`config.mk`:
```
export PLATFORM = sky130hd
export DESIGN_NAME = particle_kinematic_step_with_fade
export DESIGN_NICKNAME = d
export VERILOG_FILES = /design/src/rtl/pks_pkg.sv /design/src/rtl/particle_kinematic_step_with_fade.sv
export SDC_FILE = /design/constraint.sdc
export NUM_CORES = 2
export LEC_CHECK = 0
export BUFFER_PORTS_ARGS = -buffer_cell sky130_fd_sc_hd__buf_2
export CELL_PAD_IN_SITES_DETAIL_PLACEMENT = 0
export CELL_PAD_IN_SITES_GLOBAL_PLACEMENT = 1
export CORE_MARGIN = 5
export CORE_UTILIZATION = 50
export DETAILED_ROUTE_END_ITERATION = 8
export PLACE_DENSITY_LB_ADDON = 0.15
export SETUP_SLACK_MARGIN = 0.3
export SYNTH_ARGS = -nofsm -noshare
export SYNTH_HDL_FRONTEND = slang
export SYNTH_SLANG_ARGS = --single-unit
```
`constraint.sdc`:
```
create_clock -name clk -period 20.5 [get_ports clk]
set_clock_uncertainty 0.2 [all_clocks]
set_input_delay 5.125 -clock clk [delete_from_list [all_inputs] [get_ports clk]]
set_output_delay 5.125 -clock clk [all_outputs]
set_load 0.005 [all_outputs]
```
`src/rtl/pks_pkg.sv`:
```
`timescale 1ns / 1ps
// shared types, codes and helpers for the particle kinematic step block
// no dependencies

package pks_pkg;

	localparam int DT_BITS = 16;
	localparam int MUL_A_W = 50;
	localparam int PROD_W  = 64;

	typedef enum logic [1:0] {
		CMD_LOAD    = 2'd0,
		CMD_SET_ACC = 2'd1,
		CMD_TICK    = 2'd2,
		CMD_NONE    = 2'd3
	} cmd_t;

	typedef enum logic [2:0] {
		REG_LOW_SPEED  = 3'd0,
		REG_MID_SPEED  = 3'd1,
		REG_HIGH_SPEED = 3'd2,
		REG_LOW_LEVEL  = 3'd3,
		REG_MID_LEVEL  = 3'd4,
		REG_HIGH_LEVEL = 3'd5
	} reg_idx_t;

	typedef enum logic [3:0] {
		S_IDLE, S_TV, S_TA, S_TAA, S_TD, S_TW,
		S_FSEL, S_SQLO, S_SQHI, S_SQACC, S_SQRT,
		S_RAMP, S_DIVI, S_DIV, S_LVL, S_DONE
	} state_t;

	// clamp a 35-bit signed sum to the 32-bit signed range
	function automatic logic [31:0] sat32(input logic signed [34:0] x);
		logic [31:0] r;
		if (x > 35'sh0_7FFF_FFFF)
			r = 32'h7FFF_FFFF;
		else if (x < -35'sh0_8000_0000)
			r = 32'h8000_0000;
		else
			r = x[31:0];
		return r;
	endfunction

endpackage

```
`src/rtl/particle_kinematic_step_with_fade.sv`:
```
`timescale 1ns / 1ps
// one particle: kinematic update and speed-dependent fade level
// uses pks_pkg (state codes, command codes, saturation)

// Usage
// - input channel in_valid/in_ready carries one command item: load all state,
//   set acceleration, tick by time_step, or an unused code that only reports
// - output channel out_valid/out_ready returns one item per command: position,
//   velocity after the command and a fade level
// - cfg_valid/cfg_ready writes register cfg_index with cfg_data; always ready,
//   indexes above the list are dropped; write only while idle
// - one shared 50x16 multiplier under a sequencer does every product; square
//   root is one bit per cycle, the ramp division one bit per cycle
// - a falling particle skips the square root, a speed outside the ramp skips
//   the division, and a tick first updates each axis in turn
// - in_ready is high only while the sequencer is idle; one item at a time
// - a finished item sits in the output register; the next item may be
//   accepted meanwhile, and if the receiver still stalls at the end of that
//   item the sequencer holds it until the register frees
// - reset zeroes position, velocity, acceleration and loads default registers

module particle_kinematic_step_with_fade
	import pks_pkg::*;
(
	input  logic               clk,
	input  logic               arst_n,
	input  logic               in_valid,
	output logic               in_ready,
	input  logic [1:0]         command,
	input  logic signed [31:0] load_pos_x,
	input  logic signed [31:0] load_pos_y,
	input  logic signed [31:0] load_pos_z,
	input  logic signed [31:0] load_vel_x,
	input  logic signed [31:0] load_vel_y,
	input  logic signed [31:0] load_vel_z,
	input  logic signed [31:0] load_acc_x,
	input  logic signed [31:0] load_acc_y,
	input  logic signed [31:0] load_acc_z,
	input  logic [15:0]        time_step,
	output logic               out_valid,
	input  logic               out_ready,
	output logic signed [31:0] out_pos_x,
	output logic signed [31:0] out_pos_y,
	output logic signed [31:0] out_pos_z,
	output logic signed [31:0] out_vel_x,
	output logic signed [31:0] out_vel_y,
	output logic signed [31:0] out_vel_z,
	output logic [15:0]        fade_level,
	input  logic               cfg_valid,
	output logic               cfg_ready,
	input  logic [2:0]         cfg_index,
	input  logic [31:0]        cfg_data
);

	state_t state_q, state_d;

	logic [31:0] low_speed_q, mid_speed_q, high_speed_q;
	logic [15:0] low_level_q, mid_level_q, high_level_q;

	logic [31:0] pos_q [3];
	logic [31:0] vel_q [3];
	logic [31:0] acc_q [3];

	logic [1:0]  idx_q;
	logic [4:0]  cnt_q;
	logic [15:0] dt_q;

	logic signed [MUL_A_W-1:0] pv_q, pa_q;
	logic signed [PROD_W-1:0]  prod_q;
	logic signed [33:0]        dpos_q, dvel_q;

	logic [63:0] sum_q;
	logic [63:0] rad_q;
	logic [33:0] srem_q;
	logic [31:0] root_q;
	logic [31:0] s_q;

	logic [31:0] lo_q, hi_q, span_q;
	logic [15:0] start_q, end_q, level_q;
	logic        up_q;
	logic [32:0] rem_q;
	logic [15:0] nbits_q, quo_q;

	logic                      out_valid_q;
	logic                      out_free;
	logic signed [MUL_A_W-1:0] mul_a;
	logic [15:0]               mul_b;
	logic signed [66:0]        mul_p;
	logic [31:0]               vmag;
	logic [31:0]               ramp_t;
	logic [15:0]               ramp_d;
	logic                      ramp_below, ramp_above, ramp_empty;
	logic                      accept;

	assign accept    = in_valid && in_ready;
	assign out_free  = !out_valid_q || out_ready;
	assign cfg_ready = 1'b1;
	assign out_valid = out_valid_q;

	// magnitude of the current velocity component
	assign vmag = vel_q[idx_q][31] ? (~vel_q[idx_q] + 32'd1) : vel_q[idx_q];

	assign ramp_below = s_q < lo_q;
	assign ramp_above = s_q > hi_q;
	assign ramp_empty = hi_q == lo_q;
	assign ramp_t     = s_q - lo_q;
	assign ramp_d     = (end_q >= start_q) ? (end_q - start_q) : (start_q - end_q);

	// shared multiplier
	assign mul_p = mul_a * $signed({1'b0, mul_b});

	always_comb begin
		in_ready = 1'b0;
		mul_a    = '0;
		mul_b    = '0;
		unique case (state_q)
			S_IDLE: in_ready = 1'b1;
			S_TV: begin
				mul_a = MUL_A_W'($signed(vel_q[idx_q]));
				mul_b = dt_q;
			end
			S_TA: begin
				mul_a = MUL_A_W'($signed(acc_q[idx_q]));
				mul_b = dt_q;
			end
			S_TAA: begin
				mul_a = prod_q[MUL_A_W-1:0];
				mul_b = dt_q;
			end
			S_SQLO: begin
				mul_a = MUL_A_W'({1'b0, vmag});
				mul_b = vmag[15:0];
			end
			S_SQHI: begin
				mul_a = MUL_A_W'({1'b0, vmag});
				mul_b = vmag[31:16];
			end
			S_RAMP: begin
				mul_a = MUL_A_W'({1'b0, ramp_t});
				mul_b = ramp_d;
			end
			default: begin
			end
		endcase
	end

	always_comb begin
		state_d = state_q;
		unique case (state_q)
			S_IDLE: begin
				if (accept)
					state_d = (cmd_t'(command) == CMD_TICK) ? S_TV : S_FSEL;
			end
			S_TV:   state_d = S_TA;
			S_TA:   state_d = S_TAA;
			S_TAA:  state_d = S_TD;
			S_TD:   state_d = S_TW;
			S_TW:   state_d = (idx_q == 2'd2) ? S_FSEL : S_TV;
			S_FSEL: state_d = vel_q[1][31] ? S_RAMP : S_SQLO;
			S_SQLO: state_d = S_SQHI;
			S_SQHI: state_d = S_SQACC;
			S_SQACC: state_d = (idx_q == 2'd2) ? S_SQRT : S_SQLO;
			S_SQRT: state_d = (cnt_q == 5'd31) ? S_RAMP : S_SQRT;
			S_RAMP: state_d = (ramp_below || ramp_above || ramp_empty) ? S_DONE : S_DIVI;
			S_DIVI: state_d = S_DIV;
			S_DIV:  state_d = (cnt_q == 5'd15) ? S_LVL : S_DIV;
			S_LVL:  state_d = S_DONE;
			S_DONE: state_d = out_free ? S_IDLE : S_DONE;
			default: state_d = S_IDLE;
		endcase
	end

	always_ff @(posedge clk or negedge arst_n) begin
		if (!arst_n)
			state_q <= S_IDLE;
		else
			state_q <= state_d;
	end

	// configuration registers
	always_ff @(posedge clk or negedge arst_n) begin
		if (!arst_n) begin
			low_speed_q  <= 32'd65536;
			mid_speed_q  <= 32'd131072;
			high_speed_q <= 32'd655360;
			low_level_q  <= 16'd16384;
			mid_level_q  <= 16'd32768;
			high_level_q <= 16'd65535;
		end else if (cfg_valid) begin
			case (cfg_index)
				REG_LOW_SPEED:  low_speed_q  <= cfg_data;
				REG_MID_SPEED:  mid_speed_q  <= cfg_data;
				REG_HIGH_SPEED: high_speed_q <= cfg_data;
				REG_LOW_LEVEL:  low_level_q  <= cfg_data[15:0];
				REG_MID_LEVEL:  mid_level_q  <= cfg_data[15:0];
				REG_HIGH_LEVEL: high_level_q <= cfg_data[15:0];
				default: ;
			endcase
		end
	end

	// particle state
	always_ff @(posedge clk or negedge arst_n) begin
		if (!arst_n) begin
			for (int i = 0; i < 3; i++) begin
				pos_q[i] <= '0;
				vel_q[i] <= '0;
				acc_q[i] <= '0;
			end
		end else if (accept && cmd_t'(command) == CMD_LOAD) begin
			pos_q[0] <= load_pos_x;
			pos_q[1] <= load_pos_y;
			pos_q[2] <= load_pos_z;
			vel_q[0] <= load_vel_x;
			vel_q[1] <= load_vel_y;
			vel_q[2] <= load_vel_z;
			acc_q[0] <= load_acc_x;
			acc_q[1] <= load_acc_y;
			acc_q[2] <= load_acc_z;
		end else if (accept && cmd_t'(command) == CMD_SET_ACC) begin
			acc_q[0] <= load_acc_x;
			acc_q[1] <= load_acc_y;
			acc_q[2] <= load_acc_z;
		end else if (state_q == S_TW) begin
			pos_q[idx_q] <= sat32(35'($signed(pos_q[idx_q])) + 35'(dpos_q));
			vel_q[idx_q] <= sat32(35'($signed(vel_q[idx_q])) + 35'(dvel_q));
		end
	end

	// sequencer counters
	always_ff @(posedge clk or negedge arst_n) begin
		if (!arst_n) begin
			idx_q <= '0;
			cnt_q <= '0;
		end else begin
			case (state_q)
				S_IDLE, S_FSEL: idx_q <= '0;
				S_TW, S_SQACC:  idx_q <= idx_q + 2'd1;
				S_SQRT, S_DIV:  cnt_q <= cnt_q + 5'd1;
				default: cnt_q <= '0;
			endcase
		end
	end

	// datapath registers
	always_ff @(posedge clk) begin
		prod_q <= mul_p[PROD_W-1:0];
		case (state_q)
			S_IDLE: dt_q <= time_step;
			S_TA:   pv_q <= prod_q[MUL_A_W-1:0];
			S_TAA:  pa_q <= prod_q[MUL_A_W-1:0];
			S_TD: begin
				dpos_q <= 34'((64'(pv_q) + (prod_q >>> (DT_BITS + 1)) + 64'sd32768) >>> DT_BITS);
				dvel_q <= 34'((64'(pa_q) + 64'sd32768) >>> DT_BITS);
			end
			S_FSEL: begin
				sum_q <= '0;
				if (vel_q[1][31]) begin
					s_q     <= ~vel_q[1] + 32'd1;
					lo_q    <= mid_speed_q;
					hi_q    <= high_speed_q;
					start_q <= mid_level_q;
					end_q   <= low_level_q;
				end
			end
			S_SQHI:  sum_q <= sum_q + prod_q[63:0];
			S_SQACC: begin
				sum_q  <= sum_q + {prod_q[47:0], 16'd0};
				rad_q  <= sum_q + {prod_q[47:0], 16'd0};
				srem_q <= '0;
				root_q <= '0;
			end
			S_SQRT: begin
				// one root bit per cycle, two radicand bits in
				if ({srem_q[31:0], rad_q[63:62]} >= {root_q, 2'b01}) begin
					srem_q <= {srem_q[31:0], rad_q[63:62]} - {root_q, 2'b01};
					root_q <= {root_q[30:0], 1'b1};
				end else begin
					srem_q <= {srem_q[31:0], rad_q[63:62]};
					root_q <= {root_q[30:0], 1'b0};
				end
				rad_q <= {rad_q[61:0], 2'b00};
				if (cnt_q == 5'd31) begin
					s_q     <= ({srem_q[31:0], rad_q[63:62]} >= {root_q, 2'b01}) ?
						{root_q[30:0], 1'b1} : {root_q[30:0], 1'b0};
					lo_q    <= low_speed_q;
					hi_q    <= high_speed_q;
					start_q <= mid_level_q;
					end_q   <= high_level_q;
				end
			end
			S_RAMP: begin
				span_q <= hi_q - lo_q;
				up_q   <= end_q >= start_q;
				if (ramp_below)
					level_q <= start_q;
				else if (ramp_above)
					level_q <= end_q;
				else if (ramp_empty)
					level_q <= start_q;
			end
			S_DIVI: begin
				// quotient fits 16 bits, so the top part is already below the span
				rem_q   <= 33'((49'(prod_q[47:0]) + 49'(span_q[31:1])) >> 16);
				nbits_q <= 16'({1'b0, prod_q[15:0]} + {1'b0, span_q[16:1]});
				quo_q   <= '0;
			end
			S_DIV: begin
				if ({rem_q[31:0], nbits_q[15]} >= {1'b0, span_q}) begin
					rem_q <= {rem_q[31:0], nbits_q[15]} - {1'b0, span_q};
					quo_q <= {quo_q[14:0], 1'b1};
				end else begin
					rem_q <= {rem_q[31:0], nbits_q[15]};
					quo_q <= {quo_q[14:0], 1'b0};
				end
				nbits_q <= {nbits_q[14:0], 1'b0};
			end
			S_LVL: level_q <= up_q ? (start_q + quo_q) : (start_q - quo_q);
			default: ;
		endcase
	end

	// output register
	always_ff @(posedge clk or negedge arst_n) begin
		if (!arst_n)
			out_valid_q <= 1'b0;
		else if (state_q == S_DONE && out_free)
			out_valid_q <= 1'b1;
		else if (out_ready)
			out_valid_q <= 1'b0;
	end

	always_ff @(posedge clk) begin
		if (state_q == S_DONE && out_free) begin
			out_pos_x  <= pos_q[0];
			out_pos_y  <= pos_q[1];
			out_pos_z  <= pos_q[2];
			out_vel_x  <= vel_q[0];
			out_vel_y  <= vel_q[1];
			out_vel_z  <= vel_q[2];
			fade_level <= level_q;
		end
	end

`ifndef NO_ASSERTIONS
	a_tick_starts: assert property (@(posedge clk) disable iff (!arst_n)
		accept && cmd_t'(command) == CMD_TICK |=> state_q == S_TV)
		else $error("tick item did not start the update sequence");

	a_div_rem: assert property (@(posedge clk) disable iff (!arst_n)
		state_q == S_DIV |-> rem_q < {1'b0, span_q})
		else $error("division remainder not below span");

	a_quo_bound: assert property (@(posedge clk) disable iff (!arst_n)
		state_q == S_LVL |-> quo_q <= ramp_d)
		else $error("ramp quotient exceeds level difference");
`endif

endmodule
```
## Word-level counts from Yosys, hierarchy flattened

Cells that the tools add are included.

| word-level totals | value |
|---|---|
| register bits | 1333 |
| input bits | 346 |
| output and inout bits | 211 |
| logic and storage cells | 231 |

| cells by class | value |
|---|---|
| $add $sub $neg | 21 |
| multipliers | 1 |
| $lt $le $gt $ge | 11 |
| equality and inequality tests | 31 |
| muxes and demuxes | 81 |
| bitwise operators | 3 |
| reductions and logical operators | 36 |

Operators with widths:

| operator | number |
|---|---|
| $mux W32 | 26 |
| $mux W96 | 8 |
| $pmux W32 S2 | 6 |
| $pmux W50 S5 | 1 |
| $bmux W32 S2 | 3 |
| $bwmux W96 | 2 |
| $pmux W64 S3 | 1 |
| $pmux W16 S2 | 5 |
| $mux W16 | 9 |
| $add A64 B64 Y64 | 2 |
| $pmux W64 S2 | 1 |
| $sub A32 B32 Y32 | 4 |
| $add A50 B17 Y50 const B | 2 |
| $add A32 B34 Y35 | 2 |
| $gt A35 B32 Y1 const B | 2 |
| $lt A35 B32 Y1 const B | 2 |
| $add A32 B1 Y32 const B | 2 |
| $demux W32 S2 | 1 |
| $mul A50 B17 Y64 | 1 |
| $not A32 Y32 | 2 |
| $pmux W16 S4 | 1 |
| $pmux W4 S16 | 1 |
| $add A50 B47 Y50 | 1 |
| $add A48 B31 Y48 | 1 |
| other kinds (45) | 98 |

## Longest topological paths before layout

| depth | value |
|---|---|
| depth after elaboration | 15 |
| mapped depth | 42 |
| mapped depth without buffers | 40 |

## Least setup slack after synthesis

No wires, ideal clock.

| path | value |
|---|---|
| path kind | input to register |
| start point | in out_ready |
| end point | reg fade_level[0] (enable) |
| library setup time | 1.031 ns |
| arrival time | 19.170 ns |
| data required time | 19.269 ns |
| slack | 0.099 ns |
| stages on the path | 2 |
| path buffers | 0 |
| cells stage by stage | nor2b_1 > nor3_1 |

| on the way | value |
|---|---|
| word-level cells in the longest chain between the ends | 2 |

RTL lines:

| element | RTL line | source |
|---|---|---|
| from (decl) | particle_kinematic_step_with_fade.sv:41 | `input logic out_ready,` |
| $logic_or A1 B1 Y1 | particle_kinematic_step_with_fade.sv:96 | `assign out_free = !out_valid_q \|\| out_ready;` |
| $logic_and A1 B1 Y1 | particle_kinematic_step_with_fade.sv:334 | `if (state_q == S_DONE && out_free) begin` |
| to (signal assigned) | particle_kinematic_step_with_fade.sv:341 | `fade_level <= level_q;` |
| to (decl) | particle_kinematic_step_with_fade.sv:48 | `output logic [15:0] fade_level,` |

Every way passes these cells.
A chain may end at the register's enable or synchronous reset.

## Final worst setup path

| path | value |
|---|---|
| start point | reg start_q[1] |
| end point | reg prod_q[62] |

| on the way | value |
|---|---|
| word-level cells in the longest chain between the ends | 4 |
| elaborated cells on any way between the ends | 6 |
| those cells by class | add/sub (2); mul (1); order compare (1); mux (2) |

RTL lines:

| element | RTL line | source |
|---|---|---|
| from (decl) | particle_kinematic_step_with_fade.sv:79 | `logic [15:0] start_q, end_q, level_q;` |
| from (signal assigned) | particle_kinematic_step_with_fade.sv:262 | `start_q <= mid_level_q;` |
| from (signal assigned) | particle_kinematic_step_with_fade.sv:288 | `start_q <= mid_level_q;` |
| $sub A16 B16 Y16 / $ge A16 B16 Y1 (equally long branches) | particle_kinematic_step_with_fade.sv:107 | `assign ramp_d = (end_q >= start_q) ? (end_q - start_q) : (start_q - end_q);` |
| $mux W16 (*) | particle_kinematic_step_with_fade.sv:107 |  |
| $pmux W16 S4 (*) | particle_kinematic_step_with_fade.sv:116 | `unique case (state_q)` |
| $mul A50 B17 Y64 (*) | particle_kinematic_step_with_fade.sv:110 | `assign mul_p = mul_a * $signed({1'b0, mul_b});` |
| via mul_p[62] | particle_kinematic_step_with_fade.sv:88 | `logic signed [66:0] mul_p;` |
| to (signal assigned) | particle_kinematic_step_with_fade.sv:247 | `prod_q <= mul_p[PROD_W-1:0];` |
| to (decl) | particle_kinematic_step_with_fade.sv:69 | `logic signed [PROD_W-1:0] prod_q;` |

Mark *: on every way through the listed nets, which the timed path passes. The rest lies on a longest branch.

==> impl_metrics.py <==
metrics = {
    "timing": {
        "fin_crit_sh_pct": 61.6,
        "worst_slew_pin_slew_ps": 1320,
        "setup_viol": 0,
        "setup-tns-final_ps": 0,
        "drv_slew": 0,
        "clock.fmax_mhz": 79.2,
        "hold_viol": 0,
        "slew_headroom_pct": 11.4,
        "finalCriticalPeriod_ps": 12620,
        "grt_setup_unrepaired": "false",
    },
    "finish": {
        "layout_commonest_cell": "nand2_1",
        "drive_gt1_share_pct": 12.7,
        "layout.nets": 12500,
        "mostFrequentLayoutCells": "1135 x nand2_1, 1102 x inv_1, 908 x nor2_1, 810 x edfxtp_1, 732 x fa_1",
        "stdcell_count": 13600,
        "syn_to_final_growth_pct": 11.4,
    },
    "global_route": {
        "antenna_found_initial": 13,
        "grt_usage_pct": 34.5,
        "grt_pass1_wl_mm": 542,
        "grt_pass1_vias": 81600,
        "gr-total-overflow": 0,
        "grt_max_degree": 118,
    },
    "die": {
        "die_y_um": 461,
        "initial_utilization_pct": 50.3,
        "rows": 165,
        "ios": 557,
        "dieWidth_um": 461,
        "core_area_um2": 202000,
        "die-area_um2": 213000,
    },
    "logic_synthesis": {
        "seq_area_frac_synth_pct": 36.1,
        "syn_area_um2": 102000,
        "synthDistinctLibCells": 108,
        "synthCells": 10300,
        "yosys_most_used_dff": "edfxtp_1",
        "synthesis.nets": 12000,
        "synth.avg_cell_area_um2": 9.88,
        "async_flop_share_pct": 33.7,
        "yosys_warnings": 0,
        "synth_edf_count": 810,
        "synth_seq_cells": 1318,
    },
    "worst_setup_path": {
        "slowest_delay_ps": 1110,
        "reg2reg_depth": 35,
        "cp_slowest_cell": "a2111oi_1",
        "worstPathArrival_ps": 13110,
        "r2r-start": "start_q[1]$_DFFE_PP_",
        "cpLargestDelayFamily": "compound AO/OA/AOI/OAI gates",
        "crit-reg2reg-capture": "prod_q[62]$_DFF_P_",
        "cp_common_cell": "fa_1",
        "endpoint_kind": "flop",
        "worstSetupPathType": "reg2reg",
        "cp_num_buf_inv": 6,
        "required_ps": 20990,
        "path_max_fanout": 24,
        "timing.reg2reg.setup_slack_ps": 7880,
        "start_kind": "flop",
    },
    "hold_path": {
        "hp-class": "reg2reg",
        "whs_endpoint": "fade_level[6]$_DFFE_PP_",
        "hp-start": "level_q[6]$_DFFE_PP_",
        "hold_depth": 0,
    },
    "clock_network": {
        "ctsResizeCount": 0,
        "cts_root_buffer": "clkbuf_16",
        "clock_sinks": 1318,
        "htreeDepth": 4,
        "clk_path_buf_depth": 3,
        "post_cts_buffers": 0,
        "cts_tree": "yes",
        "cts_made_buffers": 152,
        "worst_skew_pair.late_latency_ps": 830,
        "hold_buffers": 0,
        "path_clk_slew_ps": 60,
    },
    "place": {
        "place_inst": 13300,
        "io_buffers": 555,
        "gp_congestion": 1.00,
        "post-dp-hpwl_mm": 287,
    },
    "power": {
        "peakVddDrop_uv": 184,
        "pwr_density_cell_nw_per_um2": 195,
        "p_leak_nw": 50.7,
    },
    "detailed_routing": {
        "vias": 82400,
        "totalWireLength_mm": 372,
        "drc_errors": 0,
        "ant_nets": 0,
        "first_pass_iters": 7,
        "avgRoutedWirePerCell_um": 27.5,
        "vias_per_cell": 6.08,
        "drtIter0Drc": 8295,
    },
    "run_status": {
        "status": "finished clean",
    },
    "job": {
        "maxCapViolations": 0,
    },
}
## flip-flops by register name, summed over array words and instances (netlist names), 34 cells and up
| register | cells |
|---|---|
| sum_q | 64 |
| rad_q | 64 |
| prod_q | 64 |
| vel_q | 96 |
| dvel_q | 34 |
| acc_q | 96 |
| pv_q | 50 |
| dpos_q | 34 |
| pos_q | 96 |
| pa_q | 35 |
## metrics by stage
stage | power [mW] | setup WS (ps) | hold slack [ps] | cell area (µm²) | utilization (%)
finish | 22.1 | 7880 | 220 | 113000 | 56.0
global route | 23.6 | 7560 | 238 | 113000 | 56.0
CTS | 21.9 | 8060 | 219 | 113000 | 56.0
floorplan | 13.9 | 6520 | 200 | 102000 | -
global placement | 18.7 | 8280 | 206 | 108000 | 53.3
detailed placement | 18.9 | 8150 | 205 | 108000 | 53.3
## area by class of cell
type                    instances  area, µm²
clock inverters                87       1240
multi-input cells            7434      59500
clock buffers                 198       4180
fillers                     17900      89000
well taps                    2672       3340
repair buffers                729       4110
diodes                         11       27.5
inverters                    1105       4150
flip-flops and latches       1318      36800
## power by group
group / switching (mW) / total, mW / internal, mW
clock: 1.22 / 2.95 / 1.74
combinational: 9.51 / 14.5 / 5.02
sequential: 0.755 / 4.66 / 3.91
total: 11.5 / 22.1 / 10.7
## kinds of logic after synthesis
kind of cell | count (synthesis) | share of synthesized area (%)
mux | 386 | 4.10
compound gates | 2260 | 14.3
other cells | 1 | 0.00369
xor+xnor | 525 | 4.52
flops | 1318 | 36.1
buf+inv | 1541 | 5.81
simple gates | 2863 | 12.5
fa+ha+maj | 1399 | 22.6
## routing by layer
metal | vias up | track usage [%] | wire, µm
met5 | - | 0 | 28
met4 | 4 | 17.4 | 23100
met3 | 806 | 6.97 | 34700
met2 | 3993 | 53.3 | 163000
met1 | 41100 | 46.5 | 151000
li1 | 36500 | - | -
## worst max path at each step
stage	end	depth (start not counted)	slack, ps	start
2_1_floorplan	fade_level[0]$_DFFE_PP_	2	6520	out_ready
3_3_place_gp	prod_q[62]$_DFF_P_	35	8280	start_q[1]$_DFFE_PP_
6_report	prod_q[62]$_DFF_P_	35	7880	start_q[1]$_DFFE_PP_
3_5_place_dp	prod_q[62]$_DFF_P_	35	8150	start_q[1]$_DFFE_PP_
5_1_grt	prod_q[62]$_DFF_P_	35	7560	start_q[1]$_DFFE_PP_
4_1_cts	prod_q[62]$_DFF_P_	35	8060	start_q[1]$_DFFE_PP_
## cells in the mapped netlist, drive strengths merged, types with 21 or more instances
| cell | number | area (µm²) |
|---|---|---|
| dfxtp | 64 | 1280 |
| edfxtp | 810 | 24300 |
| nand3 | 98 | 490 |
| o2bb2ai | 21 | 184 |
| a221oi | 38 | 370 |
| dfstp | 22 | 578 |
| nor4 | 42 | 269 |
| a21o | 317 | 2380 |
| or2 | 23 | 144 |
| and3 | 100 | 626 |
| mux2 | 245 | 2760 |
| nand2b | 85 | 532 |
| a211oi | 72 | 551 |
| o21a | 70 | 526 |
| or3 | 75 | 474 |
| nor2 | 918 | 3460 |
| ha | 667 | 8350 |
| o211ai | 46 | 345 |
| xnor2 | 357 | 3130 |
| nand2 | 1139 | 4280 |
| a21boi | 21 | 158 |
| nor2b | 87 | 544 |
| xor2 | 168 | 1470 |
| and2 | 46 | 288 |
| fa | 732 | 14700 |
| clkbuf | 335 | 1260 |
| a31oi | 54 | 359 |
| dfrtp | 422 | 10600 |
| a221o | 35 | 350 |
| inv | 1104 | 4140 |
| a2111oi | 25 | 228 |
| buf | 101 | 505 |
| and4 | 23 | 201 |
| a21oi | 648 | 3260 |
| a22oi | 47 | 353 |
| nand4 | 62 | 388 |
| nor3 | 114 | 592 |
| o21bai | 60 | 450 |
| mux2i | 141 | 1410 |
| o22ai | 132 | 826 |
| o21ai | 459 | 2300 |
| o31ai | 41 | 327 |
Power figures use the tool's default switching activity.
